--- config.mk ---
export PLATFORM = sky130hd
export DESIGN_NAME = sum_checked_frame_validator
export DESIGN_NICKNAME = d
export VERILOG_FILES = /design/src/hw/rtl/scv_pkg.sv /design/src/hw/rtl/scv_parser.sv /design/src/hw/rtl/scv_out_reg.sv /design/src/hw/rtl/sum_checked_frame_validator.sv
export SDC_FILE = /design/constraint.sdc
export NUM_CORES = 1
export LEC_CHECK = 0
export CORE_MARGIN = 2
export CORE_UTILIZATION = 48
export CTS_CLUSTER_SIZE = 12
export DETAILED_ROUTE_END_ITERATION = 10
export DONT_BUFFER_PORTS = 1
export MAX_ROUTING_LAYER = met4
export PLACE_DENSITY = 0.73
export SYNTH_ARGS = -nofsm -noshare
export SYNTH_HDL_FRONTEND = slang
export SYNTH_SLANG_ARGS = --single-unit
--- constraint.sdc ---
create_clock -name i_clk -period 3.5 [get_ports i_clk]
set_input_delay 0 -clock i_clk [delete_from_list [all_inputs] [get_ports i_clk]]
set_output_delay 0 -clock i_clk [all_outputs]
set_load 0.05 [all_outputs]
--- src/hw/rtl/scv_pkg.sv ---
`timescale 1ns / 1ps
`default_nettype none

package scv_pkg;

    localparam int BYTE_W   = 8;
    localparam int SUM_W    = 16;
    localparam int STATUS_W = 2;
    localparam int CFG_IDX_W = 8;
    localparam int OUT_TDATA_W = 16;

    localparam logic [CFG_IDX_W-1:0] CFG_HEADER_FIRST  = 8'd0;
    localparam logic [CFG_IDX_W-1:0] CFG_HEADER_SECOND = 8'd1;

    localparam logic [BYTE_W-1:0] HEADER_FIRST_RST  = 8'hF5;
    localparam logic [BYTE_W-1:0] HEADER_SECOND_RST = 8'hA5;

    typedef enum logic [STATUS_W-1:0] {
        ST_OK         = 2'd0,
        ST_BAD_HEADER = 2'd1,
        ST_BAD_SUM    = 2'd2
    } t_status;

    typedef struct packed {
        logic [BYTE_W-1:0] rx_byte;
        logic              frame_start;
    } t_in_item;

    typedef struct packed {
        logic              valid;
        t_status           status;
        logic [BYTE_W-1:0] payload_length;
    } t_result;

endpackage

`default_nettype wire

--- src/hw/rtl/scv_parser.sv ---
`timescale 1ns / 1ps
`default_nettype none

module scv_parser
    import scv_pkg::*;
(
    input  wire logic              i_clk,
    input  wire logic              i_rst_n,
    input  wire logic              i_step,
    input  wire t_in_item          i_item,
    input  wire logic [BYTE_W-1:0] i_header_first,
    input  wire logic [BYTE_W-1:0] i_header_second,
    output t_result                o_result
);

    typedef enum logic [2:0] {
        PH_IDLE    = 3'd0,
        PH_SUM_LO  = 3'd1,
        PH_SUM_HI  = 3'd2,
        PH_LENGTH  = 3'd3,
        PH_PAYLOAD = 3'd4
    } t_phase;

    t_phase             r_phase,        n_phase;
    logic [SUM_W-1:0]   r_expected_sum, n_expected_sum;
    logic [SUM_W-1:0]   r_running_sum,  n_running_sum;
    logic [BYTE_W-1:0]  r_bytes_left,   n_bytes_left;
    logic [BYTE_W-1:0]  r_length_seen,  n_length_seen;
    logic [SUM_W-1:0]   sum_plus;

    assign sum_plus = r_running_sum + {{(SUM_W-BYTE_W){1'b0}}, i_item.rx_byte};

    always_comb begin
        n_phase        = r_phase;
        n_expected_sum = r_expected_sum;
        n_running_sum  = r_running_sum;
        n_bytes_left   = r_bytes_left;
        n_length_seen  = r_length_seen;
        o_result       = '{valid: 1'b0, status: ST_OK, payload_length: '0};
        if (i_item.frame_start) begin
            n_expected_sum = '0;
            n_running_sum  = '0;
            n_bytes_left   = '0;
            n_length_seen  = '0;
            if (i_item.rx_byte == i_header_first || i_item.rx_byte == i_header_second) begin
                n_phase = PH_SUM_LO;
            end else begin
                n_phase  = PH_IDLE;
                o_result = '{valid: 1'b1, status: ST_BAD_HEADER, payload_length: '0};
            end
        end else begin
            case (r_phase)
                PH_SUM_LO: begin
                    n_expected_sum = {{(SUM_W-BYTE_W){1'b0}}, i_item.rx_byte};
                    n_phase        = PH_SUM_HI;
                end
                PH_SUM_HI: begin
                    n_expected_sum = {i_item.rx_byte, r_expected_sum[BYTE_W-1:0]};
                    n_phase        = PH_LENGTH;
                end
                PH_LENGTH: begin
                    n_length_seen = i_item.rx_byte;
                    n_bytes_left  = i_item.rx_byte;
                    n_running_sum = '0;
                    if (i_item.rx_byte == '0) begin
                        // empty payload: compare against a zero sum
                        n_phase  = PH_IDLE;
                        o_result = '{valid: 1'b1,
                                     status: (r_expected_sum == '0) ? ST_OK : ST_BAD_SUM,
                                     payload_length: i_item.rx_byte};
                    end else begin
                        n_phase = PH_PAYLOAD;
                    end
                end
                PH_PAYLOAD: begin
                    n_running_sum = sum_plus;
                    n_bytes_left  = r_bytes_left - 1'b1;
                    if (r_bytes_left == BYTE_W'(1)) begin
                        n_phase  = PH_IDLE;
                        o_result = '{valid: 1'b1,
                                     status: (sum_plus == r_expected_sum) ? ST_OK : ST_BAD_SUM,
                                     payload_length: r_length_seen};
                    end
                end
                default: begin
                    n_phase = PH_IDLE;
                end
            endcase
        end
        if (!i_step) begin
            o_result.valid = 1'b0;
        end
    end

    always_ff @(posedge i_clk) begin
        if (!i_rst_n) begin
            r_phase        <= PH_IDLE;
            r_expected_sum <= '0;
            r_running_sum  <= '0;
            r_bytes_left   <= '0;
            r_length_seen  <= '0;
        end else if (i_step) begin
            r_phase        <= n_phase;
            r_expected_sum <= n_expected_sum;
            r_running_sum  <= n_running_sum;
            r_bytes_left   <= n_bytes_left;
            r_length_seen  <= n_length_seen;
        end
    end

endmodule

`default_nettype wire

--- src/hw/rtl/scv_out_reg.sv ---
`timescale 1ns / 1ps
`default_nettype none

module scv_out_reg
    import scv_pkg::*;
(
    input  wire logic                   i_clk,
    input  wire logic                   i_rst_n,
    input  wire t_result                i_result,
    output logic                        o_free,
    output logic                        o_tvalid,
    input  wire logic                   i_tready,
    output logic [OUT_TDATA_W-1:0]      o_tdata
);

    logic              r_valid, n_valid;
    t_status           r_status;
    logic [BYTE_W-1:0] r_length;

    // register is free when empty or being drained this cycle
    assign o_free  = !r_valid || i_tready;
    assign n_valid = o_free ? i_result.valid : r_valid;

    always_ff @(posedge i_clk) begin
        if (!i_rst_n) begin
            r_valid <= 1'b0;
        end else begin
            r_valid <= n_valid;
        end
    end

    always_ff @(posedge i_clk) begin
        if (o_free && i_result.valid) begin
            r_status <= i_result.status;
            r_length <= i_result.payload_length;
        end
    end

    assign o_tvalid = r_valid;
    assign o_tdata  = {{(OUT_TDATA_W-STATUS_W-BYTE_W){1'b0}}, r_length, r_status};

endmodule

`default_nettype wire

--- src/hw/rtl/sum_checked_frame_validator.sv ---
// results pass through the input register and then the result register before reaching the output
// throughput: one byte per cycle unless the output stalls; one add and compare per byte
// bytes that give no result are consumed without an output transaction
// reset: synchronous, active low; clears the parse state and both pipeline valids,
// and loads the header registers with 0xF5 and 0xA5
`timescale 1ns / 1ps
`default_nettype none

module sum_checked_frame_validator
    import scv_pkg::*;
(
    input  wire logic                   i_clk,
    input  wire logic                   i_rst_n,
    input  wire logic                   i_s_tvalid,
    output logic                        o_s_tready,
    input  wire logic [BYTE_W-1:0]      i_s_tdata,   // [7:0] rx_byte
    input  wire logic                   i_s_tuser,   // [0] frame_start
    output logic                        o_m_tvalid,
    input  wire logic                   i_m_tready,
    output logic [OUT_TDATA_W-1:0]      o_m_tdata,   // [1:0] status, [9:2] payload_length
    input  wire logic                   i_cfg_valid,
    output logic                        o_cfg_ready,
    input  wire logic [CFG_IDX_W-1:0]   i_cfg_index,
    input  wire logic [BYTE_W-1:0]      i_cfg_data
);

    logic              r_in_valid;
    t_in_item          r_in_item;
    logic [BYTE_W-1:0] r_header_first;
    logic [BYTE_W-1:0] r_header_second;
    logic              out_free;
    logic              step;
    t_result           result;

    assign step        = r_in_valid && out_free;
    assign o_s_tready  = !r_in_valid || out_free;
    assign o_cfg_ready = 1'b1;

    always_ff @(posedge i_clk) begin
        if (!i_rst_n) begin
            r_in_valid <= 1'b0;
        end else if (o_s_tready) begin
            r_in_valid <= i_s_tvalid;
        end
    end

    always_ff @(posedge i_clk) begin
        if (o_s_tready && i_s_tvalid) begin
            r_in_item <= '{rx_byte: i_s_tdata, frame_start: i_s_tuser};
        end
    end

    always_ff @(posedge i_clk) begin
        if (!i_rst_n) begin
            r_header_first  <= HEADER_FIRST_RST;
            r_header_second <= HEADER_SECOND_RST;
        end else if (i_cfg_valid && o_cfg_ready) begin
            case (i_cfg_index)
                CFG_HEADER_FIRST:  r_header_first  <= i_cfg_data;
                CFG_HEADER_SECOND: r_header_second <= i_cfg_data;
                default: ;
            endcase
        end
    end

    scv_parser u_parser (
        .i_clk           (i_clk),
        .i_rst_n         (i_rst_n),
        .i_step          (step),
        .i_item          (r_in_item),
        .i_header_first  (r_header_first),
        .i_header_second (r_header_second),
        .o_result        (result)
    );

    scv_out_reg u_out_reg (
        .i_clk    (i_clk),
        .i_rst_n  (i_rst_n),
        .i_result (result),
        .o_free   (out_free),
        .o_tvalid (o_m_tvalid),
        .i_tready (i_m_tready),
        .o_tdata  (o_m_tdata)
    );

    // a bad header always reports a zero length
    a_bad_header_len: assert property (@(posedge i_clk) disable iff (!i_rst_n)
        (o_m_tvalid && o_m_tdata[STATUS_W-1:0] == ST_BAD_HEADER)
            |-> o_m_tdata[STATUS_W+BYTE_W-1:STATUS_W] == '0)
        else $error("bad header with nonzero length");

    a_status_code: assert property (@(posedge i_clk) disable iff (!i_rst_n)
        o_m_tvalid |-> o_m_tdata[STATUS_W-1:0] != 2'd3)
        else $error("unused status code on output");

    // a stalled input register keeps its byte until the parser takes it
    a_in_hold: assert property (@(posedge i_clk) disable iff (!i_rst_n)
        (r_in_valid && !out_free) |=> (r_in_valid && $stable(r_in_item)))
        else $error("input register lost a byte while stalled");

    // a result only appears when a byte was parsed the cycle before
    a_result_source: assert property (@(posedge i_clk) disable iff (!i_rst_n)
        (!o_m_tvalid && !step) |=> !o_m_tvalid)
        else $error("result appeared without a parsed byte");

endmodule

`default_nettype wire
### Word-level counts from Yosys, hierarchy flattened

Index checks and enable logic that the tools add are counted.

| cells by class | value |
|---|---|
| add/subtract/negate cells | 2 |
| eq/ne operators | 11 |
| multiplexer cells | 21 |
| reductions and logical operators | 22 |

Operators by type and width:

| kind | count |
|---|---|
| $pmux 16 s2 | 2 |
| $mux 11 | 4 |
| $mux 16 | 2 |
| $mux 8 | 3 |
| $pmux 11 s2 | 1 |
| $add 16x8->16 | 1 |
| $eq 16x16->1 | 1 |
| $eq 8x1->1 const B | 2 |
| $eq 8x8->1 | 2 |
| $logic_not 16->1 | 1 |
| $logic_not 8->1 | 2 |
| $pmux 8 s2 | 1 |
| $pmux 3 s4 | 1 |
| $reduce_and 2->1 | 6 |
| $mux 3 | 3 |
| $sub 8x1->8 const B | 1 |
| $eq 3x2->1 const B | 2 |
| $reduce_bool 3->1 | 2 |
| $mux 2 | 2 |
| $reduce_bool 2->1 | 2 |
| $eq 3x1->1 const B | 1 |
| $eq 3x3->1 const B | 1 |
| $logic_and 1x1->1 | 3 |
| $logic_or 1x1->1 | 3 |
| other kinds (5) | 7 |

| word-level totals | value |
|---|---|
| register bits after elaboration | 88 |
| output and inout bits | 19 |
| logic and storage cells | 70 |

### Longest topological paths before layout

Gate-level depths: netlist of the first run.

| depth | value |
|---|---|
| depth in word-level cells | 8 |
| depth in mapped cells | 10 |
| mapped depth without buffers | 10 |

### Modules after synthesis

From an unflattened synthesis of the first run, not the netlist that was laid out.

| second synthesis, totals | value |
|---|---|
| cell total of the unflattened synthesis | 564 |
| area, all modules | 4969.8 µm² |

By module, submodules not included:

| module | instances | cells each | area each (µm²) |
|---|---|---|---|
| scv_parser | 1 | 457 | 3540.9 |
| sum_checked_frame_validator | 1 | 85 | 1022.2 |
| scv_out_reg | 1 | 22 | 406.6 |

### Least setup slack after synthesis of the first run

OpenSTA, ideal clock, no wires.

| timing path | value |
|---|---|
| path kind | register -> register |
| start point | register r_in_item[1] in the netlist's numbering |
| end point | register u_out_reg.r_status[1], data pin |
| library setup time | 275 ps |
| arrival | 2384 ps |
| slack | 841 ps |
| stages on the path, launching flop included | 11 |
| buffers on the path | 0 |
| clock period less this slack | 2659 ps |
| path through | edfxtp_1 ha_1 inv_1 fa_1 xnor2_1 a311oi_1 o21ai_1 nor4_1 nand3_1 nor4b_1 a41oi_1 |

| on the way | value |
|---|---|
| cells in the longest elaborated chain, start to end | 6 |
| elaborated cells on any way between the ends | 8 |
| those cells by class | add/sub (1); eq/ne (1); mux (5); reduce/logical (1) |

RTL lines:

| element | line | text |
|---|---|---|
| start, declared | sum_checked_frame_validator.sv:28 | `t_in_item r_in_item;` |
| start signal, assigned | sum_checked_frame_validator.sv:49 | `r_in_item <= '{rx_byte: i_s_tdata, frame_start: i_s_tuser};` |
| $add 16x8->16 | scv_parser.sv:31 | `assign sum_plus = r_running_sum + {{(SUM_W-BYTE_W){1'b0}}, i_item.rx_byte};` |
| $eq 16x16->1 | scv_parser.sv:81 | `status: (sum_plus == r_expected_sum) ? ST_OK : ST_BAD_SUM,` |
| $mux 2 | scv_parser.sv:81 |  |
| $mux 11 | scv_parser.sv:78 | `if (r_bytes_left == BYTE_W'(1)) begin` |
| $pmux 11 s2 * | scv_parser.sv:52 | `case (r_phase)` |
| $mux 11 * | scv_parser.sv:40 | `if (i_item.frame_start) begin` |
| end signal, assigned | scv_out_reg.sv:34 | `r_status <= i_result.status;` |
| end, declared | scv_out_reg.sv:17 | `t_status r_status;` |

Every way passes the cells marked *; elsewhere a longest branch is shown, timed or not.
A chain may end at the register's enable or synchronous reset.

### Worst setup path after layout of the first run

| timing path | value |
|---|---|
| start point | register r_in_item[5] in the netlist's numbering |
| end point | register u_out_reg.r_status[1], data pin |

The elaborated chain is that of the path after synthesis.

==> impl_metrics.yaml, run 1 <==
sta:
  hold_violations: 0
  tightest_slew_ns: 1.10
  hold_ws_ns: 0.0990
  layout_min_cycle_time_ns: 3.07
  fmax_ghz: 0.325
  period_share_pct: 87.8
  slew_violations: 0
  tns_ns: 0
  rsz0062_at_grt: "false"
  finalSetupViolations: 0
  finClkSkew_ns: 0.0107
  maxSlewHeadroom_pct: 26.3
grt:
  gr-total-overflow: 0
  grt_pass1_vias: 4144
  globalRouteTotalUtil_pct: 24.6
  grt_pass1_wl_um: 21000
  grt_max_degree: 39
  antenna_found_initial: 0
floorplanning:
  coreArea_um2: 10200
  die_w_um: 106
  dieArea_um2: 11200
  ios: 49
  start_util_pct: 48.9
  rows: 37
  fp.dieH_um: 106
routing:
  viasPerCell: 5.93
  ant_nets: 0
  first_pass_iters: 5
  wl_per_cell_um: 18.1
  drt_iter0_drc: 379
  route.vias.total: 4278
  wirelength_um: 13000
  drc_errors: 0
cells_and_area:
  regArea_um2: 1950
  antenna_cells: 0
  drive_above_1_share_pct: 6.50
  multi_input_area_um2: 2790
  final_nets: 621
  area_growth_syn_to_layout_pct: 10.8
  nFillCells: 938
power_and_ir_drop:
  power.switching_uw: 548
  p_per_area_nw_per_um2: 372
  power_frac_comb_pct: 8.8
  clockPowerShare_pct: 38.4
  switching_share_pct: 26.7
  seq_power_share_pct: 52.8
  leakage_nw: 1.96
  ir_drop_mv: 0.297
  p_int_mw: 1.51
clocking:
  clk_latency_ns: 0.37
  htree_levels: 3
  clkTransAtPathRegs_ns: 0.10
  clkSinkCount: 88
  post_cts_buffers: 0
  ctsLongestPathBuffers: 2
  cts.repair.resized: 0
  cts_made_buffers: 9
  cts-root-buf: "clkbuf_8"
  cts_tree: "yes"
status:
  status: "completed"
synthesis:
  synth_edf_count: 19
  synth-async-reset-ratio_pct: 0
  yosysWarningCount: 0
  yosysSeqAreaShare_pct: 39.2
  ys_types: 66
  avgSynthCellArea_um2: 8.77
  syn_inst: 568
  ys_ff_latch: 88
  synth_area_um2: 4980
  ys.flop_type: "dfxtp_1"
setup_path:
  path_delay_family: "compound AO/OA/AOI/OAI gates"
  cp_num_buf_inv: 0
  cp.required_ns: 3.61
  critPathSlowestCell: "a21oi_2"
  crit_type: "flip-flop to flip-flop"
  worstSetupEndpointType: "flip-flop"
  crit_fanout: 13
  start_kind: "flip-flop"
  cpPeakStageDelay_ns: 0.62
  crit_chain: "ha_1 > nand4b_1 > a21oi_2 > a31oi_1 > nor4_1 > nor4b_1 > a41oi_1"
  crit_arrival_ns: 3.18
worst_hold_path:
  min_path_type: "input pin to flip-flop"
placement:
  dpl.hpwl_um: 9020
  gp_congestion: 0.926
  io_buffers: 0
flow_run:
  maxCapViolCount: 0
==> power groups by stage <==
stage | combinational [mW] | clock (mW) | sequential (mW)
floorplan | 0.133 | 0 | 1.10
global placement | 0.147 | 0 | 1.11
detailed placement | 0.149 | 0 | 1.11
CTS | 0.179 | 0.791 | 1.08
global route | 0.196 | 0.839 | 1.09
finish | 0.181 | 0.788 | 1.09
==> state kept, by name, summed over array words and instances (netlist names) <==
signal and flops:
u_parser.r_running_sum 16, r_in_valid 1, u_out_reg.r_status 2, u_parser.r_length_seen 8
u_out_reg.r_length 8, r_header_second 8, u_parser.r_expected_sum 16, u_parser.r_phase 3
r_in_item 9, r_header_first 8, u_parser.r_bytes_left 8, u_out_reg.o_tvalid 1
==> cell families (layout without fill, tap and decap cells) <==
logic type	Yosys count	in the layout	share of synthesized area (%)
AOI/OAI and AO/OA	127	127	17.3
xor gates and xnor gates	40	40	7.04
adders and majority gates	11	11	2.91
buffers and inverters	50	62	5.20
DFF	88	88	39.2
muxes	24	24	4.82
other	2	7	0.151
and+or+nand+nor	226	226	23.4
==> per-stage QoR <==
stage                     worst slack, ns  std cells  util, %  instance area, µm²  power [mW]
final                               0.427        721     54.2                5520        2.05
after global routing                0.202        721     54.2                5520        2.12
after CTS                           0.502        721     54.2                5520        2.05
after detailed placement            0.499        676     49.1                5000        1.26
after global placement              0.652        676     49.1                5000        1.25
after floorplan                     0.841        573        -                5000        1.23
==> routing by layer <==
| metal | routed length [µm] | part of all wire (%) | vias to the layer above | track usage (%) |
|---|---|---|---|---|
| met2 | 6200 | 48 | 157 | 40.1 |
| met4 | 266 | 2.0 | 0 | 9.49 |
| li1 | - | - | 2028 | - |
| met1 | 5850 | 45 | 2067 | 31.0 |
| met5 | 0 | 0 | - | - |
| met3 | 705 | 5.4 | 26 | 3.46 |
==> cells in the final DEF (no fill, tap or decap), drive strengths merged, types with 3 or more instances in the layout <==
cell,count
a2111oi,4
a211oi,5
a21boi,18
a21o,4
a21oi,39
a22oi,6
a311oi,4
a31oi,3
and2,16
buf,7
clkbuf,10
conb,7
dfxtp,69
dlygate4sd3,28
edfxtp,19
ha,10
inv,14
mux2i,24
nand2,54
nand2b,3
nand3,27
nand3b,3
nand4,6
nand4b,5
nor2,50
nor2b,19
nor3,10
nor3b,3
nor4,15
o211ai,4
o21ai,22
or2,3
or3,4
xnor2,26
xor2,14
==> cell usage after synthesis (4+ instances only) <==
master	n	area, µm²
nor2b_1	19	119
a311oi_1	4	35.0
a21oi_1	37	185
nand4b_1	5	43.8
buf_2	9	45.0
nor3_1	9	45.0
dfxtp_1	69	1380
mux2i_1	24	240
a21boi_0	16	120
clkbuf_1	17	63.8
o21ai_0	19	95.1
inv_1	11	41.3
buf_4	10	75.1
xor2_1	14	123
and2_1	15	93.8
a22oi_1	6	45.0
xnor2_1	26	228
a211oi_1	5	37.5
nand2_1	54	203
nand4_1	6	37.5
nor4_1	14	87.6
nand3_1	27	135
ha_1	10	125
edfxtp_1	19	571
or3_1	4	25.0
a21o_1	4	30.0
nor2_1	49	184
==> what timing repair did <==
| item | in CTS | in global routing |
|---|---|---|
| endpoints found under the hold margin | 53 | 0 |
| hold buffers | 29 | 0 |
| endpoints found under the setup margin | 0 | 0 |
==> final cells by class <==
cell class	instances	share of cell area, %
Clock buffer	10	2.70
Clock inverter	6	1.32
Inverter	11	0.748
Multi-Input combinational cell	435	50.5
Sequential cell	88	35.4
Tap cell	136	3.08
Timing Repair Buffer	35	6.26
==> worst paths after layout <==
path | to | cells past startpoint | start | slack (ns)
worst max register to register | u_out_reg.r_status[1]$_SDFFCE_PP0P_ | 7 | r_in_item[5]$_DFFE_PP_ | 0.43
worst min-delay path | r_in_item[7]$_DFFE_PP_ | 1 | i_s_tvalid | 0.1
worst min register to register | u_parser.r_length_seen[6]$_SDFFE_PN0P_ | 2 | u_parser.r_length_seen[6]$_SDFFE_PN0P_ | 0.47
worst max-delay path | u_out_reg.r_status[1]$_SDFFCE_PP0P_ | 7 | r_in_item[5]$_DFFE_PP_ | 0.43
No activity file was read; power rests on OpenSTA's default activity.
==> run 2: changes to the inputs <==
- MAX_ROUTING_LAYER: met4 -> default
- PLACE_DENSITY: 0.73 -> 0.6
- clock period: 3.5 -> 3 ns (I/O delays scaled with it)
==> impl_metrics.yaml, run 2 (synthesis gave the netlist of run 1 again) <==
routing:
  drt_iter0_drc: 175
  wirelength_um: 12800
  route.vias.total: 4186
  first_pass_iters: 5
  viasPerCell: 5.70
  ant_nets: 0
  drc_errors: 0
  wl_per_cell_um: 17.4
setup_path:
  path_delay_family: "simple AND/OR/NAND/NOR gates"
  cpPeakStageDelay_ns: 0.44
  cp.required_ns: 3.13
  crit_arrival_ns: 2.88
  worstSetupEndpointType: "flip-flop"
  crit_type: "flip-flop to flip-flop"
  critPathSlowestCell: "fa_1"
  start_kind: "flip-flop"
  crit_fanout: 3
  crit_chain: "ha_1 > inv_1 > fa_1 > xnor2_1 > a311oi_1 > o21ai_1 > nor4_1 > nand3_1 > nor4b_2 > a41oi_1"
  cp_num_buf_inv: 1
placement:
  dpl.hpwl_um: 8940
  gp_congestion: 0.878
  placed_area_um2: 5110
  io_buffers: 0
worst_hold_path:
  min_path_type: "input pin to flip-flop"
cells_and_area:
  mostFrequentLayoutCell: "dfxtp_1"
  drive_above_1_share_pct: 8.70
  final_nets: 634
  layout_common_cells: "dfxtp_1, nand2_1, nor2_1, a21oi_1"
  fin_area_um2: 5620
  antenna_cells: 0
  reg_top3: "u_parser.r_expected_sum x16, u_parser.r_running_sum x16, r_in_item x9"
  area_growth_syn_to_layout_pct: 12.8
  nFillCells: 932
sta:
  finalSetupViolations: 0
  rsz0062_at_grt: "false"
  maxSlewHeadroom_pct: 27.3
  fmax_ghz: 0.363
  period_share_pct: 91.7
  tns_ns: 0
  slew_violations: 0
  finClkSkew_ns: 0.0146
  hold_violations: 0
  layout_min_cycle_time_ns: 2.75
  tightest_slew_ns: 1.09
grt:
  globalRouteTotalUtil_pct: 24.1
  grt_max_degree: 39
  grt_pass1_vias: 4091
  antenna_found_initial: 0
  grt_pass1_wl_um: 21100
  gr-total-overflow: 0
power_and_ir_drop:
  leakage_nw: 2.02
  switching_share_pct: 26.2
  seq_power_share_pct: 52.8
  power_frac_comb_pct: 10.0
  ir_drop_mv: 0.354
  p_per_area_nw_per_um2: 423
  power.switching_uw: 622
  p_int_mw: 1.75
  clockPowerShare_pct: 37.2
clocking:
  ctsLongestPathBuffers: 2
  clkSinkCount: 88
  cts_tree: "yes"
  clkTransAtPathRegs_ns: 0.10
  cts-root-buf: "clkbuf_8"
  clk_latency_ns: 0.38
  htree_levels: 3
  cts_made_buffers: 9
floorplanning:
  ios: 49
  rows: 37
  start_util_pct: 48.9
  coreArea_um2: 10200
  fp.dieH_um: 106
  dieArea_um2: 11200
  die_w_um: 106
flow_run:
  maxCapViolCount: 0
status:
  status: "completed"
-- run 2: routing by layer --
layer | GRT usage, % | vias to the layer above | share of wire [%] | routed length [µm]
li1 | - | 2062 | - | -
met1 | 31.0 | 1999 | 46 | 5860
met2 | 40.3 | 103 | 48 | 6170
met3 | 4.95 | 22 | 4.0 | 516
met4 | 7.99 | 0 | 2.1 | 263
met5 | 0 | - | 0 | 0
-- run 2: area by class of cell --
class,count,area (µm²),share of cell area [%]
inverter,11,41.3,0.735
multi-input combinational,435,2790,49.7
clock inverter,4,51.3,0.913
clock buffer,12,155,2.76
tap,136,170,3.03
timing repair buffer,48,453,8.06
sequential,88,1950,34.8
-- run 2: through the flow --
step                total power [mW]  utilization (%)  std cells  worst slack, ns  hold WS (ns)
finish                          2.38             55.1        734            0.248        0.0714
global route                    2.46             55.1        734          0.00283        0.0959
CTS                             2.39             55.1        734            0.204        0.0641
global placement                1.48             50.2        690            0.287        0.0743
detailed placement              1.48             50.2        690            0.215        0.0745
floorplan                       1.44                -        573            0.341        0.0989
-- run 2: final timing paths --
| check | to | startpoint | slack [ns] | depth (start not counted) |
|---|---|---|---|---|
| max | u_out_reg.r_status[1]$_SDFFCE_PP0P_ | r_in_item[1]$_DFFE_PP_ | 0.25 | 10 |
| min | r_header_first[2]$_SDFFE_PN1P_ | i_cfg_index[4] | 0.07 | 5 |
| max reg2reg | u_out_reg.r_status[1]$_SDFFCE_PP0P_ | r_in_item[1]$_DFFE_PP_ | 0.25 | 10 |
| min reg2reg | u_parser.r_length_seen[6]$_SDFFE_PN0P_ | u_parser.r_length_seen[6]$_SDFFE_PN0P_ | 0.47 | 2 |
-- run 2: power by group through the flow --
stage	Clock, mW	Sequential (mW)	Combinational (mW)
6_report	0.884	1.26	0.237
5_1_grt	0.942	1.26	0.258
4_1_cts	0.902	1.25	0.235
3_5_place_dp	0	1.28	0.200
3_3_place_gp	0	1.28	0.198
2_1_floorplan	0	1.28	0.155
-- run 2: worst register-to-register path, stage by stage, from the launching register on --
cell and delay [ns]:
edfxtp_1 0.40, ha_1 0.24, inv_1 0.08, fa_1 0.44, xnor2_1 0.14, a311oi_1 0.25
o21ai_1 0.10, nor4_1 0.30, nand3_1 0.14, nor4b_2 0.28, a41oi_1 0.14
-- run 2: timing repair --
action,in CTS,in global routing
endpoints found under the setup margin,0,1
hold buffers,28,0
resized for setup,0,1
setup buffers,0,0
hold endpoints to repair,53,0
==> run 3: changes to the inputs <==
- GPL_TIMING_DRIVEN: default -> 0
- REMOVE_ABC_BUFFERS: default -> 1
==> impl_metrics.yaml, run 3 (synthesis gave the netlist of run 1 again) <==
setup_path:
  critPathSlowestCell: "edfxtp_1"
  crit_chain: "ha_1 > a21o_1 > a2111oi_4 > a21oi_4 > buf_4 > a211o_1 > o211a_1 > o211ai_2 > a41oi_1"
  cp.required_ns: 3.07
  cpPeakStageDelay_ns: 0.56
  r2r-start: "r_in_item[3]$_DFFE_PP_"
  path_delay_family: "compound AO/OA/AOI/OAI gates"
  crit_fanout: 8
  cp_num_buf_inv: 1
  worstSetupEndpointType: "flip-flop"
  crit_arrival_ns: 2.96
  startpoint: "r_in_item[3]$_DFFE_PP_"
  crit_type: "flip-flop to flip-flop"
  start_kind: "flip-flop"
clocking:
  cts_tree: "yes"
  htree_levels: 3
  clk_latency_ns: 0.36
  cts_made_buffers: 9
  cts-root-buf: "clkbuf_8"
  ctsLongestPathBuffers: 2
  clkSinkCount: 88
  clkTransAtPathRegs_ns: 0.09
routing:
  wl_per_cell_um: 17.3
  wl_met2_um: 5830
  drt_iter0_drc: 269
  drc_errors: 0
  ant_nets: 0
  first_pass_iters: 5
  wl_met1_um: 5870
  viasPerCell: 5.79
  wirelength_um: 12600
  wl_met3_um: 604
  route.vias.total: 4214
  routed.top_layer: "met4"
flow_run:
  maxCapViolCount: 0
cells_and_area:
  final_nets: 628
  area_growth_syn_to_layout_pct: 12.4
  drive_above_1_share_pct: 8.45
  mostFrequentLayoutCell: "dfxtp_1"
  reg_top3: "u_parser.r_expected_sum x16, u_parser.r_running_sum x16, r_in_item x9"
  antenna_cells: 0
  layout_common_cells: "dfxtp_1, nand2_1, nor2_1, a21oi_1, dlygate4sd3_1"
  fin_util_pct: 55.0
power_and_ir_drop:
  power_frac_comb_pct: 9.5
  clockPowerShare_pct: 35.1
  p_per_area_nw_per_um2: 408
  switching_share_pct: 27.1
  p_int_mw: 1.67
  leakage_nw: 1.96
  ir_drop_mv: 0.267
  seq_power_share_pct: 55.4
  power.switching_uw: 618
sta:
  finClkSkew_ns: 0.0171
  layout_min_cycle_time_ns: 2.89
  tightest_slew_ns: 1.17
  slew_violations: 0
  hold_violations: 0
  period_share_pct: 96.3
  tns_ns: 0
  fmax_ghz: 0.346
  hold_ws_ns: 0.0840
  maxSlewHeadroom_pct: 21.3
  finalSetupViolations: 0
  rsz0062_at_grt: "false"
floorplanning:
  fp.dieH_um: 106
  rows: 37
  die_w_um: 106
  coreArea_um2: 10200
  ios: 49
  start_util_pct: 48.9
  dieArea_um2: 11200
placement:
  gp_congestion: 0.873
  dpl.hpwl_um: 8430
  io_buffers: 0
status:
  status: "completed"
grt:
  grt_max_degree: 39
  globalRouteTotalUtil_pct: 22.6
  antenna_found_initial: 0
  gr-total-overflow: 0
  grt_pass1_wl_um: 19900
  grt_pass1_vias: 3907
worst_hold_path:
  min_path_type: "input pin to flip-flop"
  min_from: "i_cfg_index[5]"
[run 3: cell count changes in the layout (fill, tap and decap cells not counted), moves of 3 or more]
cell and change:
buf_4 -11, dlygate4sd3_1 +4, ha_2 +3, ha_1 -3
[run 3: what timing repair did]
action / in CTS / in global routing
pin swaps: 0 / 1
setup endpoints to repair: 12 / 1
buffers inserted: 0 / 8
gates resized for setup: 5 / 2
hold endpoints to repair: 53 / 0
hold buffers: 32 / 0
[run 3: worst reg2reg max path, cell delays in order, from the launching register on]
cell and delay [ns]:
edfxtp_1 0.56, ha_1 0.33, a21o_1 0.22, a2111oi_4 0.48
a21oi_4 0.16, buf_4 0.18, a211o_1 0.26, o211a_1 0.12
o211ai_2 0.13, a41oi_1 0.16
[run 3: per-layer routing]
metal  vias to the layer above  GRT usage (%)
met5                         -              0
met4                         0           7.24
met3                        22           2.66
met2                       137           37.5
met1                      2009           30.7
li1                       2046              -
[run 3: cell type report]
| type | count | area (µm²) |
|---|---|---|
| clock inverter | 5 | 38.8 |
| inverter | 11 | 41.3 |
| timing repair buffer | 42 | 417 |
| multi-input combinational | 435 | 2830 |
| sequential | 88 | 1950 |
| fill | 966 | 4590 |
| clock buffer | 11 | 151 |
| tap | 136 | 170 |
[run 3: worst paths after layout]
kind                                             to  slack (ns)  cells after the start
min reg2reg  u_parser.r_length_seen[6]$_SDFFE_PN0P_        0.47                      2
max reg2reg     u_out_reg.r_status[1]$_SDFFCE_PP0P_        0.11                      9
max             u_out_reg.r_status[1]$_SDFFCE_PP0P_        0.11                      9
min                  r_header_first[7]$_SDFFE_PN1P_        0.08                      5
[run 3: power by group through the flow]
stage | Combinational (mW) | Sequential [mW] | Clock, mW
CTS | 0.204 | 1.27 | 0.824
global placement | 0.163 | 1.30 | 0
global route | 0.235 | 1.27 | 0.865
finish | 0.217 | 1.26 | 0.803
floorplan | 0.134 | 1.28 | 0
detailed placement | 0.167 | 1.30 | 0
[run 3: per-stage QoR]
step,instance area [µm²],std cells,power [mW],setup WS (ns)
after floorplan,4780,534,1.42,0.341
after global placement,4950,670,1.46,-0.348
after detailed placement,4980,672,1.47,-0.171
after CTS,5530,720,2.30,0.00283
after global routing,5600,728,2.37,0.00483
final,5600,728,2.28,0.110
